==> src/rtl/pidc_pkg.sv <==
// Shared types, constants and the microcode table of the PID controller.
package pidc_pkg;

  localparam int FRAC_BITS_DEF = 16;
  localparam int ILIM_UNITS    = 100000;
  localparam int OLIM_UNITS    = 10000;

  localparam int CFG_W     = 47;
  localparam int CFG_IDX_W = 3;
  localparam int ILIM_W    = 47;
  localparam int OLIM_W    = 31;
  localparam int STEP_W    = 5;
  localparam int DIV_W     = 32;
  localparam int DIV_CNT_W = 6;

  localparam logic [63:0] PROD_CAP = 64'd1 << 48;
  localparam logic [79:0] TERM_CAP = 80'd1 << 58;

  typedef enum logic [CFG_IDX_W-1:0] {
    REG_KP     = 3'd0,
    REG_KI     = 3'd1,
    REG_KD     = 3'd2,
    REG_ILIM   = 3'd3,
    REG_OLIM   = 3'd4,
    REG_PERIOD = 3'd5
  } cfg_reg_t;

  typedef struct packed {
    logic signed [31:0] error_in;
    logic [31:0]        timestamp;
  } sample_t;

  typedef struct packed {
    logic signed [31:0] drive;
    logic               updated;
  } result_t;

  typedef enum logic [3:0] {
    OP_NOP    = 4'd0,
    OP_LOAD   = 4'd1,
    OP_DT     = 4'd2,
    OP_SETOP  = 4'd3,
    OP_MUL    = 4'd4,
    OP_PSAT   = 4'd5,
    OP_INTEG  = 4'd6,
    OP_ACCLO  = 4'd7,
    OP_ACCHI  = 4'd8,
    OP_TERM   = 4'd9,
    OP_ADD    = 4'd10,
    OP_OCLAMP = 4'd11,
    OP_EMIT   = 4'd12
  } op_t;

  typedef enum logic [1:0] {A_ERR, A_KP, A_KI, A_KD} asel_t;
  typedef enum logic [2:0] {B_DT, B_ERR, B_ILO, B_IHI, B_DER} bsel_t;
  typedef enum logic [1:0] {W_NONE, W_NO_SAMPLE, W_DIV_BUSY, W_OUT_BUSY} wait_t;
  typedef enum logic [1:0] {J_NONE, J_ALWAYS, J_DT_LT} jmp_t;

  typedef logic [STEP_W-1:0] step_t;

  localparam step_t S_IDLE = 5'd0;
  localparam step_t S_HOLD = 5'd26;

  typedef struct packed {
    op_t   op;
    asel_t a_sel;
    bsel_t b_sel;
    logic  div_start;
    logic  upd;
    wait_t wait_c;
    jmp_t  jmp_c;
    step_t target;
  } ucw_t;

  typedef struct packed {
    logic dt_lt;
    logic div_busy;
  } dp_sts_t;

  typedef struct packed {
    logic no_sample;
    logic out_busy;
    logic dt_lt;
    logic div_busy;
  } seq_sts_t;

  typedef struct packed {
    logic             start;
    logic [DIV_W-1:0] num;
    logic [DIV_W-1:0] den;
  } div_req_t;

  typedef struct packed {
    logic             busy;
    logic [DIV_W-1:0] quo;
  } div_rsp_t;

  function automatic ucw_t uw(input op_t op, input asel_t a, input bsel_t b,
                              input logic ds, input logic upd, input wait_t w,
                              input jmp_t j, input step_t t);
    ucw_t r;
    r.op        = op;
    r.a_sel     = a;
    r.b_sel     = b;
    r.div_start = ds;
    r.upd       = upd;
    r.wait_c    = w;
    r.jmp_c     = j;
    r.target    = t;
    return r;
  endfunction

  function automatic ucw_t plain(input op_t op);
    return uw(op, A_ERR, B_DT, 1'b0, 1'b0, W_NONE, J_NONE, S_IDLE);
  endfunction

  function automatic ucw_t setop(input asel_t a, input bsel_t b);
    return uw(OP_SETOP, a, b, 1'b0, 1'b0, W_NONE, J_NONE, S_IDLE);
  endfunction

  // Microcode: one control word per step.
  function automatic ucw_t ucode(input step_t s);
    ucw_t r;
    case (s)
      5'd0:  r = uw(OP_LOAD, A_ERR, B_DT, 1'b0, 1'b0, W_NO_SAMPLE, J_NONE, S_IDLE);
      5'd1:  r = plain(OP_DT);
      // err*dt operands; divider starts on |err - prev_err| / dt
      5'd2:  r = uw(OP_SETOP, A_ERR, B_DT, 1'b1, 1'b0, W_NONE, J_DT_LT, S_HOLD);
      5'd3:  r = plain(OP_MUL);
      5'd4:  r = plain(OP_PSAT);
      5'd5:  r = plain(OP_INTEG);
      5'd6:  r = setop(A_KP, B_ERR);
      5'd7:  r = plain(OP_MUL);
      5'd8:  r = plain(OP_ACCLO);
      5'd9:  r = plain(OP_TERM);
      5'd10: r = plain(OP_ADD);
      5'd11: r = setop(A_KI, B_ILO);
      5'd12: r = plain(OP_MUL);
      5'd13: r = plain(OP_ACCLO);
      5'd14: r = setop(A_KI, B_IHI);
      5'd15: r = plain(OP_MUL);
      5'd16: r = plain(OP_ACCHI);
      5'd17: r = plain(OP_TERM);
      5'd18: r = plain(OP_ADD);
      5'd19: r = uw(OP_SETOP, A_KD, B_DER, 1'b0, 1'b0, W_DIV_BUSY, J_NONE, S_IDLE);
      5'd20: r = plain(OP_MUL);
      5'd21: r = plain(OP_ACCLO);
      5'd22: r = plain(OP_TERM);
      5'd23: r = plain(OP_ADD);
      5'd24: r = plain(OP_OCLAMP);
      5'd25: r = uw(OP_EMIT, A_ERR, B_DT, 1'b0, 1'b1, W_OUT_BUSY, J_ALWAYS, S_IDLE);
      5'd26: r = uw(OP_EMIT, A_ERR, B_DT, 1'b0, 1'b0, W_OUT_BUSY, J_ALWAYS, S_IDLE);
      default: r = uw(OP_NOP, A_ERR, B_DT, 1'b0, 1'b0, W_NONE, J_ALWAYS, S_IDLE);
    endcase
    return r;
  endfunction

endpackage

==> src/rtl/pidc_div.sv <==
// Restoring bit-serial divider, one quotient bit per cycle, unsigned.
module pidc_div import pidc_pkg::*; (
  input  logic     clk,
  input  logic     rst,
  input  div_req_t req,
  output div_rsp_t rsp
);

  logic [DIV_W-1:0]     rem;
  logic [DIV_W-1:0]     dq;
  logic [DIV_W-1:0]     den;
  logic [DIV_CNT_W-1:0] cnt;
  logic                 busy;
  logic [DIV_W:0]       sh;
  logic [DIV_W:0]       trial;
  logic                 fits;

  assign sh    = {rem, dq[DIV_W-1]};
  assign fits  = (sh >= {1'b0, den});
  assign trial = sh - {1'b0, den};

  always_ff @(posedge clk) begin
    if (rst) begin
      busy <= 1'b0;
      cnt  <= '0;
    end else if (req.start) begin
      busy <= 1'b1;
      cnt  <= DIV_CNT_W'(DIV_W);
    end else if (busy) begin
      cnt <= cnt - 1'b1;
      if (cnt == DIV_CNT_W'(1)) begin
        busy <= 1'b0;
      end
    end
  end

  // dq shifts the dividend out and the quotient in
  always_ff @(posedge clk) begin
    if (req.start) begin
      rem <= '0;
      dq  <= req.num;
      den <= req.den;
    end else if (busy) begin
      rem <= fits ? trial[DIV_W-1:0] : sh[DIV_W-1:0];
      dq  <= {dq[DIV_W-2:0], fits};
    end
  end

  assign rsp.busy = busy;
  assign rsp.quo  = dq;

endmodule

==> src/rtl/pidc_dp.sv <==
// Datapath of the PID controller: shared 32x32 multiplier, adders, clamps, state.
module pidc_dp import pidc_pkg::*; #(
  parameter int FRAC_BITS = FRAC_BITS_DEF
) (
  input  logic               clk,
  input  logic               rst,
  input  ucw_t               ctl,
  input  logic               go,
  input  sample_t            smp,
  input  logic [31:0]        kp,
  input  logic [31:0]        ki,
  input  logic [31:0]        kd,
  input  logic [ILIM_W-1:0]  integral_limit,
  input  logic [OLIM_W-1:0]  output_limit,
  input  logic [31:0]        sample_period,
  output dp_sts_t            sts,
  output logic signed [31:0] held_drive
);

  logic signed [31:0] err_q;
  logic [31:0]        now_q;
  logic [31:0]        dt_q;
  logic [31:0]        prev_ts;
  logic signed [31:0] prev_error;
  logic signed [47:0] integ;
  logic [31:0]        opa;
  logic [31:0]        opb;
  logic               psign;
  logic               dneg;
  logic [63:0]        mul_q;
  logic [79:0]        pacc;
  logic [58:0]        tmag;
  logic signed [49:0] pterm;
  logic signed [60:0] sum;

  logic [31:0]        a_mag;
  logic               a_neg;
  logic [31:0]        b_mag;
  logic               b_neg;
  logic [47:0]        imag;
  logic [31:0]        der_mag;
  logic signed [32:0] diff;
  logic [32:0]        diff_abs;
  logic [63:0]        mul_full;
  logic [48:0]        psat;
  logic signed [50:0] isum;
  logic signed [50:0] ilim_s;
  logic signed [50:0] ilim_neg;
  logic signed [47:0] integ_new;
  logic [79:0]        pshift;
  logic signed [60:0] tsx;
  logic signed [60:0] olim_s;
  logic signed [60:0] olim_neg;
  logic signed [31:0] drive_new;
  logic               exec;
  div_req_t           div_req;
  div_rsp_t           div_rsp;

  function automatic logic [31:0] mag32(input logic [31:0] x);
    return x[31] ? (~x + 32'd1) : x;
  endfunction

  assign exec = go;

  assign diff     = {err_q[31], err_q} - {prev_error[31], prev_error};
  assign diff_abs = diff[32] ? (~diff + 33'd1) : diff;
  assign imag     = integ[47] ? (~integ + 48'd1) : integ;
  // zero elapsed time gives a zero derivative
  assign der_mag  = (dt_q == 32'd0) ? 32'd0 : div_rsp.quo;

  always_comb begin
    case (ctl.a_sel)
      A_ERR:   begin a_mag = mag32(err_q); a_neg = err_q[31]; end
      A_KP:    begin a_mag = mag32(kp);    a_neg = kp[31];    end
      A_KI:    begin a_mag = mag32(ki);    a_neg = ki[31];    end
      A_KD:    begin a_mag = mag32(kd);    a_neg = kd[31];    end
      default: begin a_mag = '0;           a_neg = 1'b0;      end
    endcase
    case (ctl.b_sel)
      B_DT:    begin b_mag = dt_q;                b_neg = 1'b0;      end
      B_ERR:   begin b_mag = mag32(err_q);        b_neg = err_q[31]; end
      B_ILO:   begin b_mag = imag[31:0];          b_neg = integ[47]; end
      B_IHI:   begin b_mag = {16'd0, imag[47:32]}; b_neg = integ[47]; end
      B_DER:   begin b_mag = der_mag;             b_neg = dneg;      end
      default: begin b_mag = '0;                  b_neg = 1'b0;      end
    endcase
  end

  assign mul_full = opa * opb;

  always_comb begin
    psat      = (mul_q > PROD_CAP) ? PROD_CAP[48:0] : mul_q[48:0];
    isum      = 51'(integ) + 51'(pterm);
    ilim_s    = $signed({4'd0, integral_limit});
    ilim_neg  = -ilim_s;
    if (isum > ilim_s) begin
      integ_new = ilim_s[47:0];
    end else if (isum < ilim_neg) begin
      integ_new = ilim_neg[47:0];
    end else begin
      integ_new = isum[47:0];
    end
    pshift    = pacc >> FRAC_BITS;
    tsx       = $signed({2'd0, tmag});
    olim_s    = $signed({30'd0, output_limit});
    olim_neg  = -olim_s;
    if (sum > olim_s) begin
      drive_new = olim_s[31:0];
    end else if (sum < olim_neg) begin
      drive_new = olim_neg[31:0];
    end else begin
      drive_new = sum[31:0];
    end
  end

  // controller state
  always_ff @(posedge clk) begin
    if (rst) begin
      prev_error <= '0;
      integ      <= '0;
      prev_ts    <= '0;
      held_drive <= '0;
    end else if (exec) begin
      case (ctl.op)
        OP_INTEG: integ <= integ_new;
        OP_OCLAMP: begin
          held_drive <= drive_new;
          prev_ts    <= now_q;
          prev_error <= err_q;
        end
        default: ;
      endcase
    end
  end

  // working registers
  always_ff @(posedge clk) begin
    if (exec) begin
      if (ctl.div_start) begin
        dneg <= diff[32];
      end
      case (ctl.op)
        OP_LOAD: begin
          err_q <= smp.error_in;
          now_q <= smp.timestamp;
          sum   <= '0;
        end
        OP_DT: dt_q <= now_q - prev_ts;
        OP_SETOP: begin
          opa   <= a_mag;
          opb   <= b_mag;
          psign <= a_neg ^ b_neg;
        end
        OP_MUL:   mul_q <= mul_full;
        OP_PSAT:  pterm <= psign ? -$signed({1'b0, psat}) : $signed({1'b0, psat});
        OP_ACCLO: pacc <= {16'd0, mul_q};
        OP_ACCHI: pacc[79:32] <= pacc[79:32] + mul_q[47:0];
        OP_TERM:  tmag <= (pshift > TERM_CAP) ? TERM_CAP[58:0] : pshift[58:0];
        OP_ADD:   sum <= psign ? (sum - tsx) : (sum + tsx);
        default: ;
      endcase
    end
  end

  assign div_req.start = exec && ctl.div_start;
  assign div_req.num   = diff_abs[31:0];
  assign div_req.den   = dt_q;

  pidc_div u_div (
    .clk (clk),
    .rst (rst),
    .req (div_req),
    .rsp (div_rsp)
  );

  assign sts.dt_lt    = (dt_q < sample_period);
  assign sts.div_busy = div_rsp.busy;

endmodule

==> config.mk <==
export PLATFORM = sky130hd
export DESIGN_NAME = pidc_dp
export DESIGN_NICKNAME = d
export VERILOG_FILES = /design/src/rtl/pidc_pkg.sv /design/src/rtl/pidc_div.sv /design/src/rtl/pidc_dp.sv
export SDC_FILE = /design/constraint.sdc
export NUM_CORES = 2
export LEC_CHECK = 0
export ABC_AREA = 1
export BUFFER_PORTS_ARGS = -buffer_cell sky130_fd_sc_hd__buf_2
export CAP_MARGIN = 20
export CORE_MARGIN = 4
export CORE_UTILIZATION = 40
export CTS_BUF_LIST = sky130_fd_sc_hd__clkbuf_2 sky130_fd_sc_hd__clkbuf_4 sky130_fd_sc_hd__clkbuf_8
export DETAILED_ROUTE_END_ITERATION = 6
export PLACE_DENSITY = 0.6
export SLEW_MARGIN = 20
export SYNTH_ARGS = -nofsm -noshare
export SYNTH_HDL_FRONTEND = slang
export SYNTH_SLANG_ARGS = --single-unit
==> constraint.sdc <==
create_clock -name clk -period 8.53 [get_ports clk]
set_clock_uncertainty 0.05 [all_clocks]
set_input_delay 1.2795 -clock clk [delete_from_list [all_inputs] [get_ports clk]]
set_output_delay 1.2795 -clock clk [all_outputs]
set_load 0.02 [all_outputs]
Word level (Yosys, flattened, before mapping):

Cells that the tools add are included.

* flip-flop bits (word level): 723

* multiplexer cells: 28
* order comparisons: 8
* bitwise logic cells: 7
* add/sub/neg operators: 17
* multipliers: 1
* reductions and logical operators: 21
* equality and inequality tests: 19

Operators by type and width (number)
* 2-to-1 mux 32 bit: 11
* adder 32 x 1 -> 32 bit (second input constant): 5
* inverter 32 bit: 5
* one-hot mux 32 bit (5 select lines): 1
* 2-to-1 mux 48 bit: 3
* one-hot mux 32 bit (4 select lines): 1
* one-hot mux 61 bit (2 select lines): 1
* 2-to-1 mux 49 bit: 2
* one-hot mux 48 bit (2 select lines): 1
* greater-than comparator 64 x 49 -> 1 bit (second input constant): 1
* greater-than comparator 64 x 59 -> 1 bit (second input constant): 1
* multiplier 32 x 32 -> 64 bit: 1
* subtractor 32 bit: 2
* adder 61 x 60 -> 61 bit: 1
* greater-than comparator 61 x 32 -> 1 bit: 1
* < comparator 61 bit: 1
* 2-to-1 mux 61 bit: 1
* negator 31 -> 61 bit: 1
* subtractor 61 x 60 -> 61 bit: 1
* adder 48 x 50 -> 51 bit: 1
* greater-than comparator 51 x 48 -> 1 bit: 1
* < comparator 51 bit: 1
* negator 47 -> 51 bit: 1
* negator 49 -> 50 bit: 1
* other kinds (29): 55

Logic depth before layout (Yosys ltp):

* word-level depth: 5
* depth in mapped cells: 33

Hierarchy:

Synthesis repeated with hierarchy kept, for this count alone.

* cells, all modules: 13093
* area total of the unflattened synthesis: 94470.6 um^2

By module, submodules not included
* pidc_dp: cells each 12121, area each 87746.7 um^2, instances 1
* pidc_div: cells each 972, area each 6723.9 um^2, instances 1

Worst setup path after synthesis:

Ideal clock, no wire load.

* path kind: reg-to-reg
* start: register opb[7]
* end: register mul_q[58], data pin
* cell stages (with the launch flop): 31
* setup time: 0.265 ns
* path buffers: 1
* slack: 1.449 ns
* arrival time: 6.766 ns
* path through: edfxtp_1 -> clkbuf_1 -> nand2_1 -> inv_1 -> fa_1 -> fa_1 -> fa_1 -> inv_1 -> fa_1 -> inv_1 -> fa_1 -> inv_1 -> fa_1 -> inv_1 -> fa_1 -> inv_1 -> fa_1 -> inv_1 -> ha_1 -> nand2_1 -> nor2_1 -> inv_1 -> nor2_1 -> and3_1 -> nand2_1 -> nand3_1 -> a21oi_1 -> o21ai_0 -> nand3_1 -> o21ai_0 -> xor2_1

* longest elaborated chain between the ends: 1

Ends and longest elaborated chain
* from (decl): RTL line pidc_dp.sv:27 `logic [31:0] opb;`
* from (signal assigned): RTL line pidc_dp.sv:151 `opb <= b_mag;`
* multiplier 32 x 32 -> 64 bit: RTL line pidc_dp.sv:89 `assign mul_full = opa * opb;`
* via mul_full[58]: RTL line pidc_dp.sv:44 `logic [63:0] mul_full;`
* to (signal assigned): RTL line pidc_dp.sv:154 `OP_MUL: mul_q <= mul_full;`
* to (decl): RTL line pidc_dp.sv:30 `logic [63:0] mul_q;`

The timed path passes the listed nets, and every way through them passes these cells.
A chain may end at the register's enable or synchronous reset.

Worst setup path after layout:

* start: register opa[11]
* end: register mul_q[56], data pin

* longest elaborated chain between the ends: 1

Ends and longest elaborated chain
* from (decl): RTL line pidc_dp.sv:26 `logic [31:0] opa;`
* from (signal assigned): RTL line pidc_dp.sv:150 `opa <= a_mag;`
* multiplier 32 x 32 -> 64 bit: RTL line pidc_dp.sv:89
* via mul_full[56]: RTL line pidc_dp.sv:44

The timed path passes the listed nets, and every way through them passes these cells.

==> run metrics <==
Slew headroom=24.4%; number of global-route vias before repair=81.8k; Area growth, synth to finish=9.07%; syn avg cell area=7.36 sq um; # rows=177; Yosys cell types=76; # IOs=327; critical path endpoint=mul_q[56]; asr flop ratio synth=0%; CP required=9080 ps; clk root buf=clkbuf_8; minimum hold slack=411 ps; final setup fails=0; number of buffers created by CTS=121; final setup TNS=0 ps; Synthesized Nets=14.7k; Netlist Area Pre-Place=93,900 sq um; HPWL after DPL=255,000 um; final hold vios=0; total number of vias=84.2k; drt drc=0; commonest non-fill, non-tap cells in the layout=2,837 x nand2_1, 2,722 x inv_1, 987 x nor2_1; register bit total from synthesis=707; worst-skew pair later-pin latency=910 ps; Overall Power=20.0 mW; post-route minimum period=8110 ps; Peak Freq=123 MHz; r2r endpoint=mul_q[56]; Leak Pwr=52.1 nW; fin nets=14.9k; Worst Setup Start Kind=register; Worst Tran Pin Value=1120 ps; first-pass GRT wire length=478,000 um; maxcap violations=0; Setup WS post-layout=419 ps; Post-synth EDFFs=524; Sink Count=707; CP Class=register to register; antenna violations before repair=14; commonest non-fill, non-tap cell in the layout=nand2_1; register area share after synthesis=20.7%; layout cells sized above 1=7.02%; initial core utilization=40.3%; Core ar.=233,000 sq um; Die ar.=243,000 sq um; TritonCTS clock tree=yes; crit path DAT=8660 ps; # resized after CTS=0; buffers from clock root to sink, at most=3; worst-path fanout max=9; hold path cells=2; outcome=completed; reg2reg setup slack=420 ps; Slew Limit Fails=0; CP endpoint kind=register; hold crit path type=register to register; Post-DP Area=99,400 sq um; top_reg_cell synth=edfxtp_1; GR Util All Layers=25.2%; Clk pin slew, worst setup/hold paths=70 ps; period utilization=95.1%; Placed Cells=16.0k; total gr overflow=0; Die Ht=493 um; Mapped Cells=12.8k; Pwr Density=196 nW/um^2; FF-to-FF Start=opa[11]; largest net degree at the start of global routing=84; Initial DRT Pass Iterations=6; post-route cell area=102,000 sq um; Critical Path Source=opa[11]; antenna-violating nets left=0; I/O Buffers=316; dpl ws=318 ps; routability cong.=0.972; Final Non-Filler Cells=16.2k; CTS H-tree depth=3; RSZ-0062 raised after global routing=no; Starting DRT DRC Count=7,476; Finished Core Util=43.9%; vias per inst=5.18; Die W=493 um; final WL=312,000 um; Synth Warn #=0; Max VDD drop=0.454 mV; R2R cell count=27; wire per inst=19.2 um
cells by family (layout without fill, tap and decap cells):
logic type	after synthesis	count (layout)	share of synthesized area, %
xor+xnor	396	396	3.72
compound gates	1871	1871	11.3
flops	707	707	20.7
simple gates	4991	4991	22.5
fa+ha+maj	1648	1648	29.2
other cells	0	6	0
buf+inv	3147	3497	12.7
worst min-delay path by stage:
stage                          end  slack, ps      startpoint
detailed placement  held_drive[15]        400  held_drive[15]
finish              held_drive[14]        410  held_drive[14]
global route         held_drive[8]        440   held_drive[8]
CTS                 held_drive[15]        410  held_drive[15]
global placement    held_drive[15]        400  held_drive[15]
floorplan              prev_ts[10]        390     prev_ts[10]
power breakdown:
group	internal, mW	total, mW	switching, mW
sequential	4.28	4.54	0.259
clock	1.93	3.56	1.62
combinational	4.16	11.9	7.78
total	10.4	20.0	9.66
state kept, by name (all words and copies together) (netlist names), 48 cells and up:
register and flops:
mul_q 64, pacc 64, sum 61, tmag 59
pterm 50, integ 48
what timing repair did:
item	4_1_cts	5_1_grt
hold buffers	0	0
setup endpoints to repair	0	5
setup buffers	0	18
worst max-delay path, stage by stage, from the launching register on:
cell      delay [ps]
edfxtp_1         740
buf_4            320
nand2_1          100
fa_1             540
inv_1             50
fa_1             520
fa_1             460
fa_1             550
fa_1             520
fa_1             520
fa_1             620
inv_1             80
fa_1             630
inv_1             60
ha_1             380
a21oi_1          270
inv_1             60
a31oi_1          190
o21ai_0          110
a21oi_1          140
nand3_1          140
nand2_1           80
o211ai_1         150
nand2_1          100
inv_1             70
nor2_1           160
o21ai_1          100
xor2_1           150
cell type report:
class                      count  area (sq um)
fill                       24300        131000
multi-input combinational   8906         62700
sequential                   707         19400
tap                         3132          3920
antenna                        6          15.0
clock inverter                65           656
timing repair buffer         509          3280
clock buffer                 167          2110
inverter                    2756         10300
synthesized netlist by cell type, types with 32 or more instances:
cell	count	share of area, %
inv_1	2723	11
nor3_1	148	0.79
xor2_1	276	2.6
a211oi_1	74	0.59
fa_1	902	19
o21ai_0	528	2.8
dfxtp_1	183	3.9
nand3_1	524	2.8
nor4_1	105	0.70
edfxtp_1	524	17
nand3b_1	49	0.39
a21o_1	33	0.26
a21oi_1	808	4.3
nor2_2	32	0.21
nor2_1	997	4.0
o21ai_1	60	0.32
o21a_1	52	0.42
ha_1	746	9.9
a31oi_1	82	0.55
nand4_1	164	1.1
nand2_1	2838	11
o211ai_1	70	0.56
clkbuf_1	341	1.4
xnor2_1	118	1.1
routing by layer:
metal  wire length (um)  global-route usage, %
met1             135000                   34.3
met3              23300                   3.82
met4              11800                   8.63
met5                 20                      0
met2             142000                   40.9
Power figures use the tool's default switching activity.
