[src/rtl/pidc_pkg.sv]
// Shared types, constants and the microcode table of the PID controller.
package pidc_pkg;

  localparam int FRAC_BITS_DEF = 16;
  localparam int ILIM_UNITS    = 100000;
  localparam int OLIM_UNITS    = 10000;

  localparam int CFG_W     = 47;
  localparam int CFG_IDX_W = 3;
  localparam int ILIM_W    = 47;
  localparam int OLIM_W    = 31;
  localparam int STEP_W    = 5;
  localparam int DIV_W     = 32;
  localparam int DIV_CNT_W = 6;

  localparam logic [63:0] PROD_CAP = 64'd1 << 48;
  localparam logic [79:0] TERM_CAP = 80'd1 << 58;

  typedef enum logic [CFG_IDX_W-1:0] {
    REG_KP     = 3'd0,
    REG_KI     = 3'd1,
    REG_KD     = 3'd2,
    REG_ILIM   = 3'd3,
    REG_OLIM   = 3'd4,
    REG_PERIOD = 3'd5
  } cfg_reg_t;

  typedef struct packed {
    logic signed [31:0] error_in;
    logic [31:0]        timestamp;
  } sample_t;

  typedef struct packed {
    logic signed [31:0] drive;
    logic               updated;
  } result_t;

  typedef enum logic [3:0] {
    OP_NOP    = 4'd0,
    OP_LOAD   = 4'd1,
    OP_DT     = 4'd2,
    OP_SETOP  = 4'd3,
    OP_MUL    = 4'd4,
    OP_PSAT   = 4'd5,
    OP_INTEG  = 4'd6,
    OP_ACCLO  = 4'd7,
    OP_ACCHI  = 4'd8,
    OP_TERM   = 4'd9,
    OP_ADD    = 4'd10,
    OP_OCLAMP = 4'd11,
    OP_EMIT   = 4'd12
  } op_t;

  typedef enum logic [1:0] {A_ERR, A_KP, A_KI, A_KD} asel_t;
  typedef enum logic [2:0] {B_DT, B_ERR, B_ILO, B_IHI, B_DER} bsel_t;
  typedef enum logic [1:0] {W_NONE, W_NO_SAMPLE, W_DIV_BUSY, W_OUT_BUSY} wait_t;
  typedef enum logic [1:0] {J_NONE, J_ALWAYS, J_DT_LT} jmp_t;

  typedef logic [STEP_W-1:0] step_t;

  localparam step_t S_IDLE = 5'd0;
  localparam step_t S_HOLD = 5'd26;

  typedef struct packed {
    op_t   op;
    asel_t a_sel;
    bsel_t b_sel;
    logic  div_start;
    logic  upd;
    wait_t wait_c;
    jmp_t  jmp_c;
    step_t target;
  } ucw_t;

  typedef struct packed {
    logic dt_lt;
    logic div_busy;
  } dp_sts_t;

  typedef struct packed {
    logic no_sample;
    logic out_busy;
    logic dt_lt;
    logic div_busy;
  } seq_sts_t;

  typedef struct packed {
    logic             start;
    logic [DIV_W-1:0] num;
    logic [DIV_W-1:0] den;
  } div_req_t;

  typedef struct packed {
    logic             busy;
    logic [DIV_W-1:0] quo;
  } div_rsp_t;

  function automatic ucw_t uw(input op_t op, input asel_t a, input bsel_t b,
                              input logic ds, input logic upd, input wait_t w,
                              input jmp_t j, input step_t t);
    ucw_t r;
    r.op        = op;
    r.a_sel     = a;
    r.b_sel     = b;
    r.div_start = ds;
    r.upd       = upd;
    r.wait_c    = w;
    r.jmp_c     = j;
    r.target    = t;
    return r;
  endfunction

  function automatic ucw_t plain(input op_t op);
    return uw(op, A_ERR, B_DT, 1'b0, 1'b0, W_NONE, J_NONE, S_IDLE);
  endfunction

  function automatic ucw_t setop(input asel_t a, input bsel_t b);
    return uw(OP_SETOP, a, b, 1'b0, 1'b0, W_NONE, J_NONE, S_IDLE);
  endfunction

  // Microcode: one control word per step.
  function automatic ucw_t ucode(input step_t s);
    ucw_t r;
    case (s)
      5'd0:  r = uw(OP_LOAD, A_ERR, B_DT, 1'b0, 1'b0, W_NO_SAMPLE, J_NONE, S_IDLE);
      5'd1:  r = plain(OP_DT);
      // err*dt operands; divider starts on |err - prev_err| / dt
      5'd2:  r = uw(OP_SETOP, A_ERR, B_DT, 1'b1, 1'b0, W_NONE, J_DT_LT, S_HOLD);
      5'd3:  r = plain(OP_MUL);
      5'd4:  r = plain(OP_PSAT);
      5'd5:  r = plain(OP_INTEG);
      5'd6:  r = setop(A_KP, B_ERR);
      5'd7:  r = plain(OP_MUL);
      5'd8:  r = plain(OP_ACCLO);
      5'd9:  r = plain(OP_TERM);
      5'd10: r = plain(OP_ADD);
      5'd11: r = setop(A_KI, B_ILO);
      5'd12: r = plain(OP_MUL);
      5'd13: r = plain(OP_ACCLO);
      5'd14: r = setop(A_KI, B_IHI);
      5'd15: r = plain(OP_MUL);
      5'd16: r = plain(OP_ACCHI);
      5'd17: r = plain(OP_TERM);
      5'd18: r = plain(OP_ADD);
      5'd19: r = uw(OP_SETOP, A_KD, B_DER, 1'b0, 1'b0, W_DIV_BUSY, J_NONE, S_IDLE);
      5'd20: r = plain(OP_MUL);
      5'd21: r = plain(OP_ACCLO);
      5'd22: r = plain(OP_TERM);
      5'd23: r = plain(OP_ADD);
      5'd24: r = plain(OP_OCLAMP);
      5'd25: r = uw(OP_EMIT, A_ERR, B_DT, 1'b0, 1'b1, W_OUT_BUSY, J_ALWAYS, S_IDLE);
      5'd26: r = uw(OP_EMIT, A_ERR, B_DT, 1'b0, 1'b0, W_OUT_BUSY, J_ALWAYS, S_IDLE);
      default: r = uw(OP_NOP, A_ERR, B_DT, 1'b0, 1'b0, W_NONE, J_ALWAYS, S_IDLE);
    endcase
    return r;
  endfunction

endpackage

[src/rtl/pidc_seq.sv]
// Microcode sequencer: step counter, control word lookup, waits and jumps.
module pidc_seq import pidc_pkg::*; (
  input  logic     clk,
  input  logic     rst,
  input  seq_sts_t sts,
  output ucw_t     ctl,
  output logic     go
);

  step_t step;
  step_t step_next;
  logic  waiting;
  logic  jump;

  assign ctl = ucode(step);

  always_comb begin
    case (ctl.wait_c)
      W_NONE:      waiting = 1'b0;
      W_NO_SAMPLE: waiting = sts.no_sample;
      W_DIV_BUSY:  waiting = sts.div_busy;
      W_OUT_BUSY:  waiting = sts.out_busy;
      default:     waiting = 1'b0;
    endcase
    case (ctl.jmp_c)
      J_NONE:   jump = 1'b0;
      J_ALWAYS: jump = 1'b1;
      J_DT_LT:  jump = sts.dt_lt;
      default:  jump = 1'b0;
    endcase
    // a waiting step holds and does nothing
    if (waiting) begin
      step_next = step;
    end else if (jump) begin
      step_next = ctl.target;
    end else begin
      step_next = step + 1'b1;
    end
  end

  assign go = !waiting;

  always_ff @(posedge clk) begin
    if (rst) begin
      step <= S_IDLE;
    end else begin
      step <= step_next;
    end
  end

endmodule

[config.mk]
export PLATFORM = sky130hd
export DESIGN_NAME = pidc_seq
export DESIGN_NICKNAME = d
export VERILOG_FILES = /design/src/rtl/pidc_pkg.sv /design/src/rtl/pidc_seq.sv
export SDC_FILE = /design/constraint.sdc
export NUM_CORES = 1
export LEC_CHECK = 0
export BUFFER_PORTS_ARGS = -buffer_cell sky130_fd_sc_hd__clkbuf_2
export CAP_MARGIN = 15
export CORE_AREA = 2 2 74 48
export CTS_BUF_LIST = sky130_fd_sc_hd__clkbuf_4 sky130_fd_sc_hd__clkbuf_8
export DETAILED_ROUTE_END_ITERATION = 10
export DIE_AREA = 0 0 76 50
export PLACE_DENSITY = 0.57
export SYNTH_ARGS = -nofsm -noshare
export SYNTH_HDL_FRONTEND = slang
export SYNTH_SLANG_ARGS = --single-unit
[constraint.sdc]
create_clock -name clk -period 4.23 [get_ports clk]
set_input_delay 0.6345 -clock clk [delete_from_list [all_inputs] [get_ports clk]]
set_output_delay 0.6345 -clock clk [all_outputs]
set_load 0.005 [all_outputs]
### Word level (Yosys, flattened, before mapping)

Memory sizes are Yosys's and may differ from the RTL's. A register that Yosys moved wholly into a read port is not among the register bits.
Cells that the tools add are included.

| storage, ports and cells | value |
|---|---|
| bits of input ports | 6 |
| register bits | 5 |
| memories kept | 1 |
| bits in read-only memories | 576 |

| cells by class | value |
|---|---|
| $add $sub $neg | 1 |
| reductions and logical operators | 2 |
| multiplexer cells | 5 |
| equal/unequal tests | 5 |

Memory list:

| memory | depth | bits a word | rd ports | clocked after Yosys merged registers in | wr ports | RTL line | source |
|---|---|---|---|---|---|---|---|
| (name not given) | 32 | 18 | 1 | 1 | 0 | pidc_pkg.sv:124 | `case (s)` |

Operators by type and width:

| kind | count |
|---|---|
| two-way mux 5 bit | 3 |
| equality test 2 bit, second input constant | 3 |
| adder 5 x 1 -> 5 bit, second input constant | 1 |
| equality test 2 x 1 -> 1 bit, second input constant | 2 |
| one-hot mux 1 bit (4 select lines) | 1 |
| logical NOT 2 bit | 1 |
| one-hot mux 1 bit (2 select lines) | 1 |
| logical NOT 1 bit | 1 |

### Logic depth before layout (Yosys ltp)

Gate-level depths: netlist (run 1).

| logic depth | value |
|---|---|
| depth in word-level cells | 5 |
| mapped depth | 12 |
| mapped depth without buffers | 12 |

### Worst setup path after synthesis (run 1)

Ideal clock, no wire load.

| path | value |
|---|---|
| path kind | register to register |
| start | register, netlist name ctl[10] |
| end | register, netlist name ctl[16] |
| data arrival time | 2.264 ns |
| path buffers | 0 |
| library setup time | 0.127 ns |
| path slack | 1.839 ns |
| stages on the path, launching flop included | 13 |
| path through | dfxtp_1 > inv_1 > ha_1 > a21oi_1 > nor2_1 > nor3_1 > a21oi_1 > or2_2 > ha_1 > inv_1 > nor3_1 > o21ai_1 > o211ai_1 |

==> impl_metrics.json, run 1 <==
{
  "rr_startpoint": "ctl[10]",
  "cp_data_required_time_ps": 4410,
  "ys_types": 47,
  "ys_ff_latch": 19,
  "power.switching_uw": 331,
  "portBuffers": 24,
  "worst_slew_pin_slew_ps": 675,
  "stdcell_area_sq_um": 1370,
  "place_congestion": 0.927,
  "dr_total_vias": 1058,
  "cp.arrival_ps": 3000,
  "drt-total-wl_mm": 2.63,
  "cts_tree": "yes",
  "first_iter_violations": 93,
  "cp-end-kind": "flop",
  "irDropWorstVdd_v": 0.000252,
  "period_share_pct": 66.6,
  "grt_pass1_vias": 922,
  "power.leakage_uw": 0.000617,
  "syn-cell-area_sq_um": 1190,
  "seqPwrFrac_pct": 32.3,
  "fin_util_pct": 44.0,
  "numCtsBuffers": 3,
  "worstPathMaxFanout": 8,
  "placedInstanceArea_sq_um": 1320,
  "cts_root_buf": "clkbuf_8",
  "floorplan.initialDensity_pct": 38.4,
  "regToRegSetupSlack_ps": 1410,
  "power_uw": 763,
  "firstDrtPassIters": 4,
  "status": "finished, final reports clean",
  "cap_viol_max_count": 0,
  "dpl.hpwl_mm": 2.08,
  "clock_path_buffers": 2,
  "yosys-top-cells-area": "dfxtp_1 32%, ha_1 7.3%, a21oi_1 5.0%",
  "setup_viol": 0,
  "final.setup_skew_ps": 3.01,
  "final_common_cell": "clkbuf_2",
  "antenna_found_initial": 0,
  "synth_top_area_share_pct": 31.9,
  "hold_path_class": "flop to flop",
  "die_area_sq_um": 3800,
  "clock_latency_ps": 260,
  "wire_per_inst_um": 13.0,
  "slew_viol_final": 0,
  "path_clk_slew_ps": 70,
  "synth_ff_type": "dfxtp_1",
  "clkPwrFrac_pct": 16.9,
  "switching_share_pct": 43.4,
  "power.density_nw_per_um2": 559,
  "die_x_um": 76,
  "relSlewSlack_pct": 55.0,
  "grt_pass1_wl_mm": 4.24,
  "combinationalPowerShare_pct": 50.8,
  "hold_viol": 0,
  "num_rows": 16,
  "tns_ps": 0,
  "grt_max_degree": 12,
  "drc_errors": 0,
  "n_antenna_cell": 0,
  "layout.nets": 171,
  "htree_num_levels": 1,
  "ys_seq_area_share_pct": 31.9,
  "postCtsHoldBufs": 0,
  "overflow": 0,
  "rsz0062_at_grt": "no",
  "ant_nets": 0,
  "cts.sinks": 19,
  "critPathLaunchType": "flop",
  "via_per_inst": 5.24,
  "post_cts_buffers": 0,
  "drive_gt1_share_pct": 31.2,
  "period_minus_slack_ps": 2820,
  "async_reset_ff_share_pct": 0,
  "synth_edf_count": 0,
  "final_cell_mix": "24 x clkbuf_2, 19 x dfxtp_1, 12 x a21oi_1",
  "cts_resized": 0,
  "fmax_ghz": 0.355,
  "avgSynthCellArea_sq_um": 8.83,
  "grtUsageTotal_pct": 13.9,
  "syn2layout_area_growth_pct": 14.5,
  "ys_warn_count": 0,
  "path_class": "flop to flop",
  "core-area_sq_um": 3100,
  "p_int_uw": 432,
  "yosysTopAreaCell": "dfxtp_1",
  "pin_count": 27,
  "critical_path.startpoint": "ctl[10]",
  "die_height_um": 50,
  "hp-start": "step[4]",
  "synthCells": 135
}
synth_stat cells (2+ instances only):
cell / n
inv_4: 2
dfxtp_1: 19
a21oi_4: 2
a21oi_1: 12
nand2_4: 3
buf_4: 6
ha_1: 7
o21ai_0: 2
and3_1: 2
nor2_1: 5
nand3_1: 6
mux2i_1: 3
o211ai_1: 4
nor2b_1: 2
o21ai_2: 2
a211o_1: 2
nor3_1: 5
nand2_1: 10
inv_1: 11
nor4_1: 3
state kept, by name, summed over array words and instances, names as in the netlist:
signal  count
step        5
ctl        14
worst paths after layout:
| kind | to | cells past startpoint |
|---|---|---|
| worst max-delay path | ctl[7] | 12 |
| worst min-delay path | ctl[12] | 3 |
| worst max register to register | ctl[7] | 12 |
| worst min register to register | ctl[12] | 3 |
critical path, cell delays in order (launching register included):
cell     delay [ps]
dfxtp_1         440
inv_1            90
ha_1            210
a21oi_1         270
nor2_1          160
nor3_1          150
a21oi_1         130
or2_2           380
ha_1            370
inv_1            90
a21oi_1         180
nand2_1         100
a21oi_1         170
layout make-up:
type,instances,area [sq um]
timing repair buffer,24,120
multi-input combinational,94,688
inverter,16,71.3
clock buffer,4,48.8
tap,45,56.3
fill,309,1740
sequential,19,380
power groups by stage:
stage / clock network (uW) / logic [uW] / registers (uW)
after floorplan: 0 / 294 / 248
after global placement: 0 / 386 / 250
after detailed placement: 0 / 379 / 251
after CTS: 133 / 381 / 247
after global routing: 143 / 423 / 251
final: 129 / 388 / 246
kinds of logic (layout without fill, tap and decap cells):
logic type	after synthesis	count (layout)	share of synthesized area, %
buffers and inverters	23	44	10.7
muxes	4	4	3.67
AOI/OAI and AO/OA	39	39	26.0
adders and majority gates	7	7	7.34
and+or+nand+nor	41	41	19.3
xor gates and xnor gates	1	1	0.735
other	1	2	0.314
DFF	19	19	31.9
layer usage:
| layer | vias to the layer above | GRT usage, % | wire (um) |
|---|---|---|---|
| li1 | 521 | - | - |
| met1 | 476 | 18.5 | 1240 |
| met2 | 58 | 21.3 | 1090 |
| met3 | 3 | 6.41 | 287 |
| met4 | 0 | 1.82 | 13 |
| met5 | - | 0 | 0 |
through the flow:
stage	worst slack [ps]	std cells	hold slack, ps
floorplan	1840	136	649
global placement	1460	198	720
detailed placement	1500	198	721
CTS	1490	202	739
global route	1140	202	784
finish	1410	202	746
(Power assumes the default switching activity.)
==> inputs of run 2 (changes only) <==
- PLACE_DENSITY: 0.57 -> 0.59
- clock period: 4.23 -> 2.3 ns (I/O delays scaled with it)
==> run 2 against run 1 <==
Clock skew down 1.0 ps; clock power up 77%; cell area up 15%; first-iteration DRC count down 54%; die area unchanged; via count up 4.2%; flip-flop and latch count unchanged; cell count up 8.9%; wire length up 17%; critical path depth unchanged; critical endpoint is now ctl[16]; highest routed layer unchanged.
==> impl_metrics.json, run 2 (synthesis gave the netlist of run 1 again) <==
{
  "period_minus_slack_ps": 2230,
  "slew_viol_final": 0,
  "power.leakage_uw": 0.000709,
  "dpl.hpwl_mm": 2.31,
  "rr_startpoint": "ctl[5]",
  "hold_viol": 0,
  "power.switching_uw": 693,
  "cpPeakStageDelay_ps": 370,
  "cp-end-kind": "flop",
  "via_per_inst": 5.01,
  "die_height_um": 50,
  "cpMaxStageDelayCell": "dfxtp_4",
  "p_int_uw": 983,
  "grt_pass1_wl_mm": 4.92,
  "die_area_sq_um": 3800,
  "wire_per_inst_um": 14.0,
  "grt_pass1_vias": 1009,
  "floorplan.initialDensity_pct": 38.4,
  "worst_slack_ps": 66.9,
  "final_cell_mix": "24 x clkbuf_2, 18 x buf_4, 16 x dfxtp_1",
  "num_rows": 16,
  "firstDrtPassIters": 4,
  "core-area_sq_um": 3100,
  "layout.cells.non_filler": 220,
  "status": "finished, final reports clean",
  "r2r_cells": 12,
  "numCtsBuffers": 3,
  "final.setup_skew_ps": 1.98,
  "holdPathEnd": "step[0]",
  "cts.sinks": 19,
  "path_cells": "inv_1 > ha_1 > a21oi_2 > nor2_2 > nor3_2 > a21oi_1 > or2_4 > ha_4 > inv_1 > o22ai_2 > nand3_1 > o211ai_1",
  "grt_max_degree": 12,
  "r2r-end": "ctl[16]",
  "drt-total-wl_mm": 3.08,
  "largest_reg_flops": 14,
  "placedCellCount": 213,
  "first_iter_violations": 43,
  "place_congestion": 0.997,
  "portBuffers": 24,
  "drive_gt1_share_pct": 45.7,
  "clkPwrFrac_pct": 13.6,
  "cts_root_buf": "clkbuf_8",
  "power.density_nw_per_um2": 1070,
  "hold_depth": 3,
  "dr_total_vias": 1102,
  "seqPwrFrac_pct": 26.8,
  "die_x_um": 76,
  "period_share_pct": 97.1,
  "syn2layout_area_growth_pct": 31.9,
  "n_antenna_cell": 0,
  "clock_latency_ps": 260,
  "layout.nets": 189,
  "hp-start": "rst",
  "cp_common_cell": "inv_1",
  "final_common_cell": "clkbuf_2",
  "path_clk_slew_ps": 70,
  "cp_data_required_time_ps": 2460,
  "setup_viol": 0,
  "overflow": 0,
  "switching_share_pct": 41.4,
  "htree_num_levels": 1,
  "cap_viol_max_count": 0,
  "grtUsageTotal_pct": 16.5,
  "ant_nets": 0,
  "combinationalPowerShare_pct": 59.6,
  "irDropWorstVdd_v": 0.000403,
  "critPathLaunchType": "flop",
  "pre_cts_slack_ps": -64.2,
  "worstPathMaxFanout": 5,
  "antenna_found_initial": 0,
  "cts_tree": "yes",
  "cp.arrival_ps": 2400,
  "path_class": "flop to flop",
  "postCtsHoldBufs": 0,
  "clock_path_buffers": 2,
  "regToRegSetupSlack_ps": 70,
  "fmax_ghz": 0.448,
  "pin_count": 27,
  "drc_errors": 0,
  "hold_path_class": "primary input to flop"
}
[run 2: changes by cell type in the layout (fill, tap and decap cells not counted), sizes merged]
cell and change:
buf +18, clkbuf -1, clkinv +1
[run 2: cell type report]
class / instances / area, sq um
sequential: 19 / 387
clock inverter: 1 / 5.00
clock buffer: 3 / 41.3
fill: 300 / 1530
timing repair buffer: 42 / 255
multi-input combinational: 94 / 757
inverter: 16 / 71.3
tap: 45 / 56.3
[run 2: how the worst max path moves through the flow]
stage / start / cells after the start / slack, ps / endpoint
floorplan: ctl[10] / 11 / 5 / ctl[15]
global placement: ctl[5] / 12 / -90 / ctl[16]
detailed placement: ctl[5] / 12 / -60 / ctl[16]
CTS: ctl[8] / 11 / 10 / ctl[16]
global route: ctl[5] / 12 / -30 / ctl[16]
finish: ctl[5] / 12 / 70 / ctl[16]
[run 2: power by group through the flow]
stage	Clock, uW	Sequential (uW)	Combinational (uW)
floorplan	0	458	545
global placement	0	453	869
detailed placement	0	457	864
CTS	239	449	915
global route	252	458	1090
finish	228	449	999
[run 2: repair_timing]
item                       in CTS  in global routing
setup endpoints to repair       3                  6
buffers inserted                0                  3
pin swaps                       0                  5
hold endpoints to repair        0                  0
gates resized for setup         3                 12
[run 2: layer usage]
metal | GRT usage (%) | wire, um | up-vias
met5 | 0 | 0 | -
met3 | 5.31 | 230 | 4
met2 | 23.2 | 1230 | 41
met1 | 23.1 | 1580 | 507
li1 | - | - | 550
met4 | 6.67 | 36 | 0
[run 2: stage by stage]
stage | TNS, ps | area [sq um] | utilization (%) | hold slack (ps) | total power (uW)
global placement | -89.8 | 1430 | 46.2 | 717 | 1320
detailed placement | -64.2 | 1430 | 46.2 | 717 | 1320
global route | -28.2 | 1570 | 50.7 | 607 | 1800
CTS | 0 | 1500 | 48.3 | 539 | 1600
finish | 0 | 1570 | 50.7 | 590 | 1680
floorplan | 0 | 1200 | - | 556 | 1000
[run 2: worst max-delay path, delay by kind of cell (launching register included)]
family / cells / cell delay (ps)
AO/OA/AOI/OAI: 4 / 580
adder cells (fa/ha/maj): 2 / 480
AND/OR/NAND/NOR: 4 / 580
buffers and inverters: 2 / 120
flip-flops: 1 / 370
==> inputs of run 3 (changes only) <==
- PLACE_DENSITY: 0.59 -> 0.57
- RECOVER_POWER: unset -> 25
- clock period: 2.3 -> 2.1 ns (I/O delays scaled with it)
==> run 3 against run 2 <==
The flow now finishes with violations (negative setup slack); clock power rose by 17%; sequential share of layout area is 3.1 points lower; cell area up 14%; core utilization grew 7.3 points; maximum frequency increased by 2.4%; power increased by 31%; worst hold slack lost 71 ps; critical path depth unchanged; count of clock-buffer cells in the layout increased by 1; global-route usage increased by 2.5 points; combinational power grew 46%; highest routed layer unchanged.
==> impl_metrics.json, run 3 (synthesis gave the netlist of run 1 again) <==
{
  "drt-total-wl_mm": 3.46,
  "power.leakage_uw": 0.000805,
  "clock_path_buffers": 2,
  "n_antenna_cell": 0,
  "placedCellCount": 227,
  "path_class": "flop to flop",
  "cts_root_buf": "clkbuf_8",
  "path_clk_slew_ps": 70,
  "cp_data_required_time_ps": 2260,
  "syn2layout_area_growth_pct": 51.0,
  "fmax_ghz": 0.459,
  "cts_tree": "yes",
  "cts.sinks": 19,
  "postCtsHoldBufs": 0,
  "slew_viol_final": 0,
  "power_uw": 2200,
  "layout.nets": 206,
  "cp.arrival_ps": 2340,
  "worst_slack_ps": -80.4,
  "first_iter_violations": 51,
  "rsz0062_at_grt": "yes",
  "grtUsageTotal_pct": 19.0,
  "register_area_sq_um": 387,
  "failed_checks": "negative setup slack",
  "cpPeakStageDelay_ps": 350,
  "drive_gt1_share_pct": 55.7,
  "numCtsBuffers": 3,
  "dr_total_vias": 1199,
  "path_cells": "inv_1 > ha_4 > a21oi_4 > nor2_4 > nor3_2 > a21oi_2 > or2_4 > ha_4 > inv_4 > o22ai_2 > nand3_1 > o211ai_1",
  "setup_viol": 4,
  "die_area_sq_um": 3800,
  "die_height_um": 50,
  "largest_reg_flops": 14,
  "layout.cells.non_filler": 237,
  "die_x_um": 76,
  "num_rows": 16,
  "ant_nets": 0,
  "cp_common_cell": "ha_4",
  "final.setup_skew_ps": 2.70,
  "cp_top_family": "simple AND/OR/NAND/NOR gates",
  "floorplan.initialDensity_pct": 38.4,
  "cp-end-kind": "flop",
  "portBuffers": 24,
  "final_common_cell": "buf_4",
  "critPathBufInv": 2,
  "pin_count": 27,
  "antenna_found_initial": 0,
  "clock_latency_ps": 260,
  "firstDrtPassIters": 4,
  "status": "complete, but fails checks",
  "hold_path_class": "primary input to flop",
  "grt_pass1_vias": 1114,
  "place_congestion": 0.927,
  "critPathLaunchType": "flop",
  "power.density_nw_per_um2": 1220,
  "overflow": 0,
  "hold_viol": 0,
  "multi_input_area_sq_um": 850,
  "core-area_sq_um": 3100,
  "htree_num_levels": 1,
  "grt_pass1_wl_mm": 5.62,
  "wire_per_inst_um": 14.6,
  "irDropWorstVdd_v": 0.000390,
  "drc_errors": 0,
  "period_minus_slack_ps": 2180,
  "dpl.hpwl_mm": 2.49,
  "filler_cell_count": 273,
  "worstPathMaxFanout": 5,
  "final_cell_mix": "34 x buf_4, 23 x clkbuf_2, 16 x dfxtp_1",
  "via_per_inst": 5.06,
  "period_share_pct": 104,
  "grt_max_degree": 11,
  "cpMaxStageDelayCell": "dfxtp_2",
  "cap_viol_max_count": 0
}
==> run 3: cell types whose count changed in the layout (fill, tap and decap cells not counted), sizes merged <==
cell,change
clkinv,-1
buf,+17
clkbuf,+1
==> run 3: per-stage QoR <==
step	worst slack (ps)	TNS, ps	utilization [%]	hold slack (ps)	area, sq um
6_report	-80.4	-177	58.0	518	1800
5_1_grt	-179	-853	58.0	539	1800
4_1_cts	-32.2	-93.9	56.0	508	1740
3_5_place_dp	-145	-568	51.2	686	1590
3_3_place_gp	-99.3	-150	51.2	687	1590
2_1_floorplan	-8.61	-8.61	-	530	1250
==> run 3: power breakdown <==
| part | switching (uW) | internal [uW] | total (uW) |
|---|---|---|---|
| Combinational | 749 | 707 | 1460 |
| Sequential | 41.9 | 433 | 475 |
| Clock | 118 | 148 | 266 |
==> run 3: routing by layer <==
| metal | vias up | share of wire [%] | GRT usage [%] | wire length (um) |
|---|---|---|---|---|
| met4 | 0 | 0.98 | 5.15 | 34 |
| li1 | 592 | - | - | - |
| met1 | 560 | 47 | 25.7 | 1630 |
| met3 | 8 | 6.1 | 4.03 | 212 |
| met2 | 39 | 46 | 31.0 | 1580 |
| met5 | - | 0 | 0 | 0 |
==> run 3: tightest hold or removal path: stages <==
cell      delay [ps]
clkbuf_2         170
nor2_1           130
a32o_1           130
==> run 3: final timing paths <==
check | startpoint | endpoint | slack, ps | cells past startpoint
max | ctl[10] | ctl[16] | -80 | 12
min | rst | ctl[19] | 520 | 3
max reg2reg | ctl[10] | ctl[16] | -80 | 12
min reg2reg | step[4] | step[4] | 720 | 4
==> run 3: area by class of cell <==
| type | count | share of cell area (%) |
|---|---|---|
| well taps | 45 | 3.13 |
| flip-flops and latches | 19 | 21.5 |
| clock buffers | 4 | 2.71 |
| inverters | 16 | 4.10 |
| multi-input cells | 94 | 47.2 |
| repair buffers | 59 | 21.4 |
==> run 3: repair_timing <==
item / in CTS / in global routing
endpoints found under the setup margin: 8 / 9
gates resized for setup: 13 / 13
setup buffers: 6 / 1
pin swaps: 12 / 5
hold endpoints to repair: 0 / 0
